--- src/rtl/c2ab_pkg.sv ---
// c2ab_pkg: types, op codes, queue sizes and the saturating add shared by the
// CIGAR-to-aligned-blocks modules. No dependencies.
package c2ab_pkg;

	// CIGAR op codes
	localparam logic [3:0] OP_M  = 4'd0;
	localparam logic [3:0] OP_I  = 4'd1;
	localparam logic [3:0] OP_D  = 4'd2;
	localparam logic [3:0] OP_N  = 4'd3;
	localparam logic [3:0] OP_S  = 4'd4;
	localparam logic [3:0] OP_H  = 4'd5;
	localparam logic [3:0] OP_P  = 4'd6;
	localparam logic [3:0] OP_EQ = 4'd7;
	localparam logic [3:0] OP_X  = 4'd8;

	// op queue (front) and result queue (back) sizes
	localparam int OPQ_DEPTH = 4;
	localparam int OPQ_PTR_W = $clog2(OPQ_DEPTH);
	localparam int OPQ_CNT_W = $clog2(OPQ_DEPTH + 1);
	localparam int RQ_DEPTH  = 4;
	localparam int RQ_PTR_W  = $clog2(RQ_DEPTH);
	localparam int RQ_CNT_W  = $clog2(RQ_DEPTH + 1);

	typedef struct packed {
		logic [3:0]  op_kind;
		logic [27:0] op_length;
		logic [30:0] read_position;
		logic        reverse_flag;
		logic        final_op;
	} op_item_t;

	typedef struct packed {
		logic [31:0] block_offset;
		logic [31:0] block_length;
		logic        last_block;
		logic [31:0] read_end;
		logic [31:0] aligned_total;
		logic        forward_strand;
	} block_t;

	// what an op does to the block state
	typedef enum logic [2:0] {
		CLS_EXTEND = 3'b001,
		CLS_SKIP   = 3'b010,
		CLS_IGNORE = 3'b100
	} op_cls_t;

	typedef struct packed {
		op_cls_t     cls;
		logic [27:0] op_length;
		logic [30:0] read_position;
		logic        reverse_flag;
		logic        final_op;
	} cls_item_t;

	// up to two results written into the result queue per cycle
	typedef struct packed {
		logic [1:0] n;
		block_t     a;
		block_t     b;
	} res_wr_t;

	function automatic logic [31:0] sat_add(input logic [31:0] a, input logic [31:0] b);
		logic [32:0] s;
		s = {1'b0, a} + {1'b0, b};
		return s[32] ? 32'hFFFF_FFFF : s[31:0];
	endfunction

endpackage

--- src/rtl/c2ab_front.sv ---
// c2ab_front: accepts CIGAR ops, decodes them into an op class and holds them
// in a short queue for the back end. Depends on c2ab_pkg.
module c2ab_front (
	input  logic                 clk,
	input  logic                 arst_n,
	input  logic                 push,
	output logic                 full,
	input  c2ab_pkg::op_item_t   op,
	input  logic                 deq,
	output logic                 item_valid,
	output c2ab_pkg::cls_item_t  item
);

	c2ab_pkg::cls_item_t                 mem_q [c2ab_pkg::OPQ_DEPTH];
	logic [c2ab_pkg::OPQ_PTR_W-1:0]      wptr_q, rptr_q;
	logic [c2ab_pkg::OPQ_CNT_W-1:0]      cnt_q;
	c2ab_pkg::op_cls_t                   cls;
	c2ab_pkg::cls_item_t                 wdata;
	logic                                wr, rd;

	always_comb begin
		unique case (op.op_kind) inside
			c2ab_pkg::OP_M, c2ab_pkg::OP_D, c2ab_pkg::OP_EQ, c2ab_pkg::OP_X: cls = c2ab_pkg::CLS_EXTEND;
			c2ab_pkg::OP_N: cls = c2ab_pkg::CLS_SKIP;
			default:        cls = c2ab_pkg::CLS_IGNORE;  // I, S, H, P and unused codes
		endcase
	end

	assign wdata.cls           = cls;
	assign wdata.op_length     = op.op_length;
	assign wdata.read_position = op.read_position;
	assign wdata.reverse_flag  = op.reverse_flag;
	assign wdata.final_op      = op.final_op;

	assign full       = (cnt_q == c2ab_pkg::OPQ_CNT_W'(c2ab_pkg::OPQ_DEPTH));
	assign item_valid = (cnt_q != '0);
	assign wr         = push & ~full;
	assign rd         = deq & item_valid;

	always_ff @(posedge clk) begin
		if (wr) begin
			mem_q[wptr_q] <= wdata;
		end
	end

	always_ff @(posedge clk) begin
		if (wr && (cnt_q == '0 || (rd && cnt_q == c2ab_pkg::OPQ_CNT_W'(1)))) begin
			item <= wdata;
		end else begin
			item <= mem_q[rd ? rptr_q + 1'b1 : rptr_q];
		end
	end

	always_ff @(posedge clk or negedge arst_n) begin
		if (!arst_n) begin
			wptr_q <= '0;
			rptr_q <= '0;
			cnt_q  <= '0;
		end else begin
			if (wr) wptr_q <= wptr_q + 1'b1;
			if (rd) rptr_q <= rptr_q + 1'b1;
			cnt_q <= cnt_q + c2ab_pkg::OPQ_CNT_W'(wr) - c2ab_pkg::OPQ_CNT_W'(rd);
		end
	end

endmodule

--- src/rtl/c2ab_back.sv ---
// c2ab_back: block state machine. One classified op per cycle unless s1 is
// held; updates open block, emits up to two blocks per op. Uses c2ab_pkg.
module c2ab_back (
	input  logic                 clk,
	input  logic                 arst_n,
	input  logic                 item_valid,
	input  c2ab_pkg::cls_item_t  item,
	output logic                 take,
	input  logic                 room,
	output c2ab_pkg::res_wr_t    wr
);

	logic        inside_q;
	logic [31:0] span_q, start_q, open_len_q, sum_q;
	logic        inside_n;
	logic [31:0] span_n, start_n, open_len_n, sum_n;
	logic [31:0] len32, span_add;
	logic        close_v;
	c2ab_pkg::block_t  close_blk, last_blk;

	logic              s1_v;
	c2ab_pkg::res_wr_t wr_s1;
	logic [30:0]       pos_s1;
	logic [31:0]       span_s1;
	logic              adv;
	logic [31:0]       read_end;
	logic [1:0]        n_res;

	assign len32    = {4'b0, item.op_length};
	assign span_add = c2ab_pkg::sat_add(span_q, len32);

	always_comb begin
		inside_n   = inside_q;
		span_n     = span_q;
		start_n    = start_q;
		open_len_n = open_len_q;
		sum_n      = sum_q;
		close_v    = 1'b0;
		unique case (item.cls)
			c2ab_pkg::CLS_EXTEND: begin
				open_len_n = inside_q ? c2ab_pkg::sat_add(open_len_q, len32) : len32;
				inside_n   = 1'b1;
				span_n     = span_add;
				sum_n      = c2ab_pkg::sat_add(sum_q, len32);
			end
			c2ab_pkg::CLS_SKIP: begin
				span_n  = span_add;
				start_n = span_add;
				if (inside_q) begin
					close_v    = 1'b1;
					open_len_n = '0;
					inside_n   = 1'b0;
				end
			end
			default: ;
		endcase
	end

	always_comb begin
		close_blk                = '0;
		close_blk.block_offset   = start_q;
		close_blk.block_length   = open_len_q;
		last_blk                 = '0;
		last_blk.block_offset    = start_n;
		last_blk.block_length    = open_len_n;
		last_blk.last_block      = 1'b1;
		last_blk.aligned_total   = sum_n;
		last_blk.forward_strand  = ~item.reverse_flag;
	end

	assign n_res = {1'b0, close_v} + {1'b0, item.final_op};
	assign adv   = s1_v & room;
	assign take  = item_valid & (~s1_v | adv);

	// s1: results waiting for the read end add and the result queue
	always_ff @(posedge clk) begin
		if (take) begin
			wr_s1.n <= n_res;
			wr_s1.a <= close_v ? close_blk : last_blk;
			wr_s1.b <= last_blk;
			pos_s1  <= item.read_position;
			span_s1 <= span_n;
		end
	end

	always_ff @(posedge clk or negedge arst_n) begin
		if (!arst_n) begin
			s1_v       <= 1'b0;
			inside_q   <= 1'b1;
			span_q     <= '0;
			start_q    <= '0;
			open_len_q <= '0;
			sum_q      <= '0;
		end else begin
			if (take) begin
				s1_v <= (n_res != 2'd0);
			end else if (adv) begin
				s1_v <= 1'b0;
			end
			if (take) begin
				if (item.final_op) begin
					inside_q   <= 1'b1;
					span_q     <= '0;
					start_q    <= '0;
					open_len_q <= '0;
					sum_q      <= '0;
				end else begin
					inside_q   <= inside_n;
					span_q     <= span_n;
					start_q    <= start_n;
					open_len_q <= open_len_n;
					sum_q      <= sum_n;
				end
			end
		end
	end

	assign read_end = c2ab_pkg::sat_add({1'b0, pos_s1}, span_s1);

	always_comb begin
		wr   = wr_s1;
		wr.n = adv ? wr_s1.n : 2'd0;
		if (wr_s1.a.last_block) wr.a.read_end = read_end;
		if (wr_s1.b.last_block) wr.b.read_end = read_end;
	end

`ifndef SYNTHESIS
	a_s1_nonempty: assert property (@(posedge clk) disable iff (!arst_n)
		s1_v |-> (wr_s1.n == 2'd1 || wr_s1.n == 2'd2))
		else $error("c2ab_back: s1 holds no result");
	a_final_resets: assert property (@(posedge clk) disable iff (!arst_n)
		(take && item.final_op) |=> (inside_q && span_q == '0 && sum_q == '0))
		else $error("c2ab_back: state not cleared after final op");
`endif

endmodule

--- src/rtl/c2ab_resq.sv ---
// c2ab_resq: result queue, two write ports, one read port at the head.
// Depends on c2ab_pkg.
module c2ab_resq (
	input  logic               clk,
	input  logic               arst_n,
	input  c2ab_pkg::res_wr_t  wr,
	output logic               room,
	output logic               empty,
	input  logic               pop,
	output c2ab_pkg::block_t   blk
);

	c2ab_pkg::block_t                mem_q [c2ab_pkg::RQ_DEPTH];
	c2ab_pkg::block_t                head_q;
	logic [c2ab_pkg::RQ_PTR_W-1:0]   wptr_q, rptr_q;
	logic [c2ab_pkg::RQ_CNT_W-1:0]   cnt_q;
	logic                            rd;

	assign empty = (cnt_q == '0);
	assign room  = (cnt_q <= c2ab_pkg::RQ_CNT_W'(c2ab_pkg::RQ_DEPTH - 2));
	assign rd    = pop & ~empty;
	assign blk   = head_q;

	always_ff @(posedge clk) begin
		if (wr.n != 2'd0) mem_q[wptr_q] <= wr.a;
		if (wr.n == 2'd2) mem_q[wptr_q + 1'b1] <= wr.b;
	end

	// head register: next stored entry on a pop, the incoming one when nothing
	// else is left
	always_ff @(posedge clk) begin
		if (cnt_q == c2ab_pkg::RQ_CNT_W'(rd)) begin
			head_q <= wr.a;
		end else begin
			head_q <= mem_q[rd ? rptr_q + 1'b1 : rptr_q];
		end
	end

	always_ff @(posedge clk or negedge arst_n) begin
		if (!arst_n) begin
			wptr_q <= '0;
			rptr_q <= '0;
			cnt_q  <= '0;
		end else begin
			wptr_q <= wptr_q + c2ab_pkg::RQ_PTR_W'(wr.n);
			if (rd) rptr_q <= rptr_q + 1'b1;
			cnt_q <= cnt_q + c2ab_pkg::RQ_CNT_W'(wr.n) - c2ab_pkg::RQ_CNT_W'(rd);
		end
	end

`ifndef SYNTHESIS
	a_no_overflow: assert property (@(posedge clk) disable iff (!arst_n)
		cnt_q <= c2ab_pkg::RQ_CNT_W'(c2ab_pkg::RQ_DEPTH))
		else $error("c2ab_resq: count beyond depth");
	a_write_fits: assert property (@(posedge clk) disable iff (!arst_n)
		(wr.n != 2'd0) |-> room)
		else $error("c2ab_resq: write without room");
	a_summary_only_last: assert property (@(posedge clk) disable iff (!arst_n)
		(!empty && !blk.last_block) |-> (blk.read_end == '0 && blk.aligned_total == '0))
		else $error("c2ab_resq: summary on non-final block");
`endif

endmodule

--- src/rtl/cigar_to_aligned_blocks_top.sv ---
// cigar_to_aligned_blocks_top: top level, CIGAR op stream in, aligned blocks out.
// Depends on c2ab_pkg, c2ab_front, c2ab_back, c2ab_resq.
//
// Splits the reference span of a single-end alignment into aligned blocks.
// One CIGAR op per input transaction (push while full is low); the op marked
// final_op closes the read and produces the last block carrying read_end,
// aligned_total and forward_strand (these three are zero on other blocks).
// M, D, = and X extend the open block; N closes it and opens one after the
// gap, or moves the pending start further out when no block is open; all
// other codes are ignored. Sums saturate at 2^32-1. An op gives zero, one or
// two blocks. Results come out as a queue: the oldest block sits on blk while
// empty is low and leaves on pop. Rate: one op per cycle sustained; the back
// end's result stage moves into the result queue only when two entries are
// free there, so when ops give blocks the pace is set by how fast results are
// popped. On its way to blk an accepted op passes through the op queue's
// output register, then the state update stage, and then, with the read-end
// add, the result queue and its head register. The front op queue holds four
// ops, the result queue four blocks.
module cigar_to_aligned_blocks_top (
	input  logic                clk,
	input  logic                arst_n,
	input  logic                push,
	output logic                full,
	input  c2ab_pkg::op_item_t  op,
	output logic                empty,
	input  logic                pop,
	output c2ab_pkg::block_t    blk
);

	logic                 item_valid;
	c2ab_pkg::cls_item_t  item;
	logic                 take;
	logic                 room;
	c2ab_pkg::res_wr_t    wr;

	// front: decode and buffer ops
	c2ab_front u_front (
		.clk        (clk),
		.arst_n     (arst_n),
		.push       (push),
		.full       (full),
		.op         (op),
		.deq        (take),
		.item_valid (item_valid),
		.item       (item)
	);

	// back: block state and result build
	c2ab_back u_back (
		.clk        (clk),
		.arst_n     (arst_n),
		.item_valid (item_valid),
		.item       (item),
		.take       (take),
		.room       (room),
		.wr         (wr)
	);

	// result queue toward the consumer
	c2ab_resq u_resq (
		.clk    (clk),
		.arst_n (arst_n),
		.wr     (wr),
		.room   (room),
		.empty  (empty),
		.pop    (pop),
		.blk    (blk)
	);

endmodule

--- config.mk ---
export PLATFORM = sky130hd
export DESIGN_NAME = cigar_to_aligned_blocks_top
export DESIGN_NICKNAME = d
export VERILOG_FILES = /design/src/rtl/c2ab_pkg.sv /design/src/rtl/c2ab_front.sv /design/src/rtl/c2ab_back.sv /design/src/rtl/c2ab_resq.sv /design/src/rtl/cigar_to_aligned_blocks_top.sv
export SDC_FILE = /design/constraint.sdc
export NUM_CORES = 2
export LEC_CHECK = 0
export ABC_AREA = 1
export CAP_MARGIN = 0
export CORE_MARGIN = 5
export CORE_UTILIZATION = 41
export CTS_CLUSTER_SIZE = 20
export DETAILED_ROUTE_END_ITERATION = 10
export DONT_BUFFER_PORTS = 1
export GPL_TIMING_DRIVEN = 0
export PLACE_DENSITY = 0.64
export RECOVER_POWER = 100
export SETUP_SLACK_MARGIN = 0.3
export SYNTH_ARGS = -nofsm -noshare
export SYNTH_HDL_FRONTEND = slang
export SYNTH_SLANG_ARGS = --single-unit
--- constraint.sdc ---
create_clock -name clk -period 14 [get_ports clk]
set_input_delay 2.1 -clock clk [delete_from_list [all_inputs] [get_ports clk]]
set_output_delay 2.1 -clock clk [all_outputs]
set_load 0.03 [all_outputs]
# Word-level counts from Yosys, hierarchy flattened

Memories as Yosys holds them, arrays and structs flattened.
Index checks and enable logic that the tools add are counted.

Register bits: 630
Bits in latches: 0
RAM bits: 776
Bits in read-only memories: 0
Output and inout port bits: 132
Word-level logic and storage cells: 121
Memories: 2

Memories:

| name          | words | bits a word | rd ports | clocked after Yosys merged registers in | wr ports | RTL line         | RTL |
|---|---|---|---|---|---|---|---|
| u_resq.mem_q  | 4     | 130         | 1        | 0                                       | 2        | c2ab_resq.sv:13  | `c2ab_pkg::block_t mem_q [c2ab_pkg::RQ_DEPTH];` |
| u_front.mem_q | 4     | 64          | 1        | 0                                       | 1        | c2ab_front.sv:14 | `c2ab_pkg::cls_item_t mem_q [c2ab_pkg::OPQ_DEPTH];` |

Add/sub/neg operators: 14
Multiply operators: 0
Div/mod/pow operators: 0
Order comparisons: 1
Eq/ne operators: 10
Shift operators: 0
Multiplexer cells: 34
Bitwise operators: 10
Reduce and logical (&&, ||, !) cells: 14

Operators by type and width:

| cell                  | count |
|---|---|
| $mux W32              | 14 |
| $mux W130             | 2 |
| $add A32 B28 Y33      | 3 |
| $mux W64              | 1 |
| $pmux W32 S2          | 1 |
| $add A31 B32 Y33      | 1 |
| $mux W1               | 11 |
| $add A2 B1 Y2 const B | 4 |
| $eq A4 B2 Y1 const B  | 2 |
| $eq A3 B1 Y1 const B  | 2 |
| $logic_not A3 Y1      | 2 |
| $mux W2               | 3 |
| $pmux W3 S2           | 1 |
| $reduce_bool A2 Y1    | 3 |
| $reduce_bool A3 Y1    | 2 |
| $sub A3 B1 Y3         | 2 |
| $and A1 B1 Y1         | 5 |
| $eq A4 B3 Y1 const B  | 1 |
| $eq A4 B4 Y1 const B  | 1 |
| $logic_not A4 Y1      | 1 |
| $not A1 Y1            | 4 |
| $reduce_or A4 Y1      | 1 |
| $add A3 B1 Y3         | 1 |
| $add A3 B2 Y3         | 1 |
| 13 further kinds      | 14 |

# Depth between registers and ports, before layout

Word-level depth: 9
Depth in mapped cells: 17
Gate-level depth less buffers: 17

# By module

A second synthesis with hierarchy kept.

Cell total of the unflattened synthesis: 8892
Area total of the unflattened synthesis: 72553.3 sq um

By module, submodules not included:

| module     | instances | cells each | area an instance (sq um) | seq. area each (sq um) |
|---|---|---|---|---|
| c2ab_resq  | 1         | 3954       | 32349.8                  | 18392.6 |
| c2ab_back  | 1         | 3601       | 26750.7                  | 11061.9 |
| c2ab_front | 1         | 1337       | 13452.9                  | 9143.8 |

# Worst setup path before layout

Ideal clock, no wire load.

Kind: flip-flop to flip-flop
From: reg u_resq.cnt_q[2] (netlist name)
To: reg u_front.cnt_q[2] (netlist name)
Setup time: 0.122 ns
Arrival: 9.936 ns
Slack: 3.941 ns
Cell stages (with the launch flop): 13
Buffers on the path: 1
Period minus slack after synthesis: 10.059 ns
Path through: dfrtp_1 > nor2_2 > nor2_1 > nand2_1 > nand2_2 > inv_2 > clkbuf_1 > ha_1 > inv_1 > ha_1 > inv_1 > fa_1 > xnor2_1

Cells in the longest elaborated chain, start to end: 6

RTL lines:

| element                | RTL line                          | RTL |
|---|---|---|
| start, declared        | c2ab_resq.sv:16                   | `logic [c2ab_pkg::RQ_CNT_W-1:0] cnt_q;` |
| start signal, assigned | c2ab_resq.sv:47                   | `cnt_q <= cnt_q + c2ab_pkg::RQ_CNT_W'(wr.n) - c2ab_pkg::RQ_CNT_W'(rd);` |
| $le A3 B2 Y1           | c2ab_resq.sv:20                   | `assign room = (cnt_q <= c2ab_pkg::RQ_CNT_W'(c2ab_pkg::RQ_DEPTH - 2));` |
| $and A1 B1 Y1          | c2ab_back.sv:72                   | `assign adv = s1_v & room;` |
| $or A1 B1 Y1           | c2ab_back.sv:73                   | `assign take = item_valid & (~s1_v \| adv);` |
| $and A1 B1 Y1          | c2ab_back.sv:73                   |  |
| net take               | cigar_to_aligned_blocks_top.sv:32 | `logic take;` |
| $and A1 B1 Y1          | c2ab_front.sv:38                  | `assign rd = deq & item_valid;` |
| $sub A3 B1 Y3          | c2ab_front.sv:62                  | `cnt_q <= cnt_q + c2ab_pkg::OPQ_CNT_W'(wr) - c2ab_pkg::OPQ_CNT_W'(rd);` |
| end signal, assigned   | c2ab_front.sv:62                  |  |
| end, declared          | c2ab_front.sv:16                  | `logic [c2ab_pkg::OPQ_CNT_W-1:0] cnt_q;` |

The timed path passes the listed nets, and every way through them passes these cells.
A chain may end at the register's enable or synchronous reset.

# Worst setup path after layout

From: reg u_resq.cnt_q[1] (netlist name)
To: reg u_back.wr_s1 (netlist bit u_back.wr[86]), enable pin

Cells in the longest elaborated chain, start to end: 4

RTL lines:

| element       | RTL line                          | RTL |
|---|---|---|
| $le A3 B2 Y1  | c2ab_resq.sv:20                   |  |
| $and A1 B1 Y1 | c2ab_back.sv:72                   |  |
| $or A1 B1 Y1  | c2ab_back.sv:73                   |  |
| $and A1 B1 Y1 | c2ab_back.sv:73                   |  |
| net take      | cigar_to_aligned_blocks_top.sv:32 |  |
| end, declared | c2ab_back.sv:22                   | `c2ab_pkg::res_wr_t wr_s1;` |

The timed path passes the listed nets, and every way through them passes these cells.

==> impl_results.md <==
* EDFF count, synth at 1032
* CP peak stage delay at 2770 ps
* Final worst-path cycle share at 0.578
* Status: complete, but fails checks
* Core Footprint at between 0.15 and 0.2 mm^2
* Maxcap violations at 26
* Worst setup margin at 5910 ps
* Syn nets at 7086
* Num CTS Buffers at 145
* Synth area leaders: edfxtp_1 (48%), nand2_1 (8.6%), dfxtp_1 (6.1%), dfrtp_1 (5.5%), o22ai_1 (5.1%)
* Number of routed nets with antenna violations at 0
* Netlist cell types at 52
* Post-synthesis sequential area ratio at 0.595
* Worst-path cell chain: nor2_1, nor2_1, nand2_1, nand2_1, inv_1, clkbuf_1, clkbuf_1, clkbuf_1, buf_16
* Yosys top cell by area: edfxtp_1
* Pre-antenna DRT Iters at 6
* Syn Area/Cell at between 9 and 10 um^2
* Hold buffer count at cts at 0
* Seq cells post-synth at 1374
* FMAX at 124 MHz
* Largest delay share family, worst path: buffers and inverters
* Clk slew on worst S/H paths at around 60 ps
* Final Critical Period at 8090 ps
* CP arrival at roughly 8600 ps
* HP Start: u_front.item[11]
* DP HPWL at 153 mm
* Vias in the first global route at 47878
* Crit path capture type: flip-flop
* Failing checks: max-capacitance violations, max-slew violations
* Worst Tran Pin Value at around 3900 ps
* Worst setup SP type: flip-flop
* Buffers added on ports at 0
* Required time worst endpoint at 14460 ps
* Max Slew Vio Count at 872
* Place WS at 7650 ps
* Chip Height at 407 um
* Chip width at between 400 and 500 um
* Area delta synth->final at 11.6%
* Fin nets at just over 7000
* Mapped Area at 0.0648 mm^2
* First-pass GRT wire length at between 300 and 400 mm
* Reg2Reg Setup Slack at roughly 6000 ps
* Post-route setup TNS at 0 ps
* WL per Instance at approximately 23 um
* Mapped Cells at 6884
* Remaining Overflow, GRT at 0
* Io pins at 201
* Fillcell total at 14617
* Unrepaired setup endpoints after global routing: no
* CTS root buf: clkbuf_16
* GPL Wtd Cong at between 0.9 and 1
* Setup violations, final at 0
* Number of stages on the worst hold path at 0
* Drt initial violations at roughly 6700
* Reg2reg end: u_back.wr[86]
* Starting Density at 0.414
* Hold EP: u_back.pos_s1[9]
* Worst hold path type: flip-flop to flip-flop
* Remaining DRCs at 0
* Setup bufs post-CTS at 0
* Clock Skew at 44.0 ps
* Initial antenna violation count at 8
* Area share of the largest cell type after synthesis at 0.478
* Largest net degree at the start of global routing at 145
* Routed vias/inst at 5.53
* R2r worst-path depth at 9
* Final core utilization at 0.462
* CTS tree: built
* Share of layout cells above drive strength 1 at 0.0548
* Setup CP Type: flip-flop to flip-flop
* H-tree levels at 4
* Hold Vio Cnt, Final at 0
* Clock sinks at approximately 1400
* Slowest CP cell: clkbuf_1
* Total routing usage reported by global routing at 0.244
* CP bufs+invs at 5
* Synth warn at 0
* Crit path max fanout at 66
* # resized after CTS at 0
* Most common cell on crit path: clkbuf_1
* Die area at 0.166 mm^2
* Synth async-reset ratio at 0.105
* Via count at ~50000
* Rel. slew slack at -1.59
* Dominant synthesized flop cell: edfxtp_1
* Clock Latency Late Sink at 810 ps
* Rows at 145
* CTS Buffer Depth at 3
* Total wire length at 210 mm
* RR Startpoint: u_resq.cnt_q[1]
[flip-flops by register name, summed over array words and instances (netlist names)]
signal             cells
u_front.item          64
u_back.open_len_q     32
u_resq.rptr_q          2
u_back.wr            195
u_back.s1_v            1
u_back.span_q         32
u_back.pos_s1         31
u_front.mem_q        256
u_back.sum_q          32
u_resq.blk           130
u_front.cnt_q          3
u_front.wptr_q         2
u_resq.cnt_q           3
u_resq.mem_q         520
u_back.wr_s1           2
u_resq.wptr_q          2
u_back.start_q        32
u_front.rptr_q         2
u_back.inside_q        1
u_back.span_s1        32
[worst reg2reg max path, stage by stage, from the launching register on]
cell      delay, ps
dfrtp_1         390
nor2_1          160
nor2_1           90
nand2_1         260
nand2_1         170
inv_1           300
clkbuf_1       1450
clkbuf_1       1750
clkbuf_1       2810
buf_16          350
[cells in the mapped netlist, types with 6 or more instances]
cell type  count
or2_1          7
edfxtp_1    1032
o22ai_1      523
nand2_1     1488
fa_1           6
xor2_1        41
o21ai_2        7
xnor2_1       26
buf_1         40
o21bai_1      15
o211ai_1      78
nor2_1       793
a21oi_1      104
a31oi_1       71
buf_2         61
buf_4         17
inv_1        763
dfxtp_1      198
ha_1         127
o21ai_1       50
nand2_2        7
and2_1        38
inv_2         13
nor2_2         6
nand3_1      240
nand4_1       41
o21ai_0      541
nor3_1        36
clkbuf_1     211
dfrtp_1      143
or2_2        105
o21a_1        16
[cells in the final DEF (no fill, tap or decap), types with 7 or more instances in the layout]
cell / instances
a21oi_1: 106
a31oi_1: 71
and2_0: 27
and2_1: 11
buf_1: 34
buf_2: 35
buf_4: 10
bufinv_16: 11
clkbuf_1: 287
clkbuf_16: 148
clkbuf_8: 19
clkinv_1: 24
clkinv_2: 27
dfrtp_1: 143
dfxtp_1: 198
edfxtp_1: 1032
ha_1: 127
inv_1: 772
nand2_1: 1494
nand3_1: 241
nand4_1: 41
nor2_1: 800
nor3_1: 36
o211ai_1: 78
o21a_1: 16
o21ai_0: 598
o21bai_1: 15
o22ai_1: 523
or2_1: 7
or2_2: 105
xnor2_1: 26
xor2_1: 43
[logic make-up (layout without fill, tap and decap cells)]
logic type	Yosys count	after routing	synth area share
AOI/OAI and AO/OA	1421	1421	0.127
xor gates and xnor gates	69	69	0.00974
adders and majority gates	133	133	0.0264
buffers and inverters	1110	1401	0.0666
DFF	1374	1374	0.595
other	0	1	0
and+or+nand+nor	2777	2777	0.175
[area by class of cell]
class	count	area, um^2	share of cell area
inverter	778	2920	0.0404
clock buffer	186	4040	0.0558
tap	2058	2570	0.0356
timing repair buffer	21	143	0.00197
buffer	332	1330	0.0184
multi-input combinational	4400	21800	0.301
antenna	1	2.50	0.0000346
sequential	1374	38600	0.533
clock inverter	84	951	0.0132
[per-stage QoR]
| step | cell area, um^2 | hold slack, ps | cells |
|---|---|---|---|
| after floorplan | 64800 | 386 | 6884 |
| after global placement | 67300 | 390 | 8942 |
| after detailed placement | 67900 | 389 | 8963 |
| after CTS | 72900 | 402 | 9233 |
| after global routing | 72300 | 403 | 9233 |
| final | 72300 | 404 | 9234 |
[how the worst max path moves through the flow]
stage,startpoint,endpoint,cells past startpoint,slack [ps]
after floorplan,u_resq.cnt_q[2],u_front.cnt_q[2],12,3940
after global placement,u_resq.cnt_q[1],u_front.cnt_q[2],12,550
after detailed placement,pop,u_resq.blk[66],11,7650
after CTS,pop,u_resq.blk[66],11,8540
after global routing,u_resq.cnt_q[2],u_back.wr[203],9,5320
final,u_resq.cnt_q[1],u_back.wr[86],9,5910
[routing by layer]
| metal | up-vias | global-route usage | wire, um |
|---|---|---|---|
| li1 | 23849 | - | - |
| met1 | 24240 | 0.343 | 87500 |
| met2 | 2600 | 0.370 | 91500 |
| met3 | 411 | 0.0515 | 21600 |
| met4 | 6 | 0.0965 | 8970 |
| met5 | - | 0 | 39 |
Power is left out: the tool's default activity adds up to more than one toggle a clock period on the data nets, which glitch-free logic cannot reach.
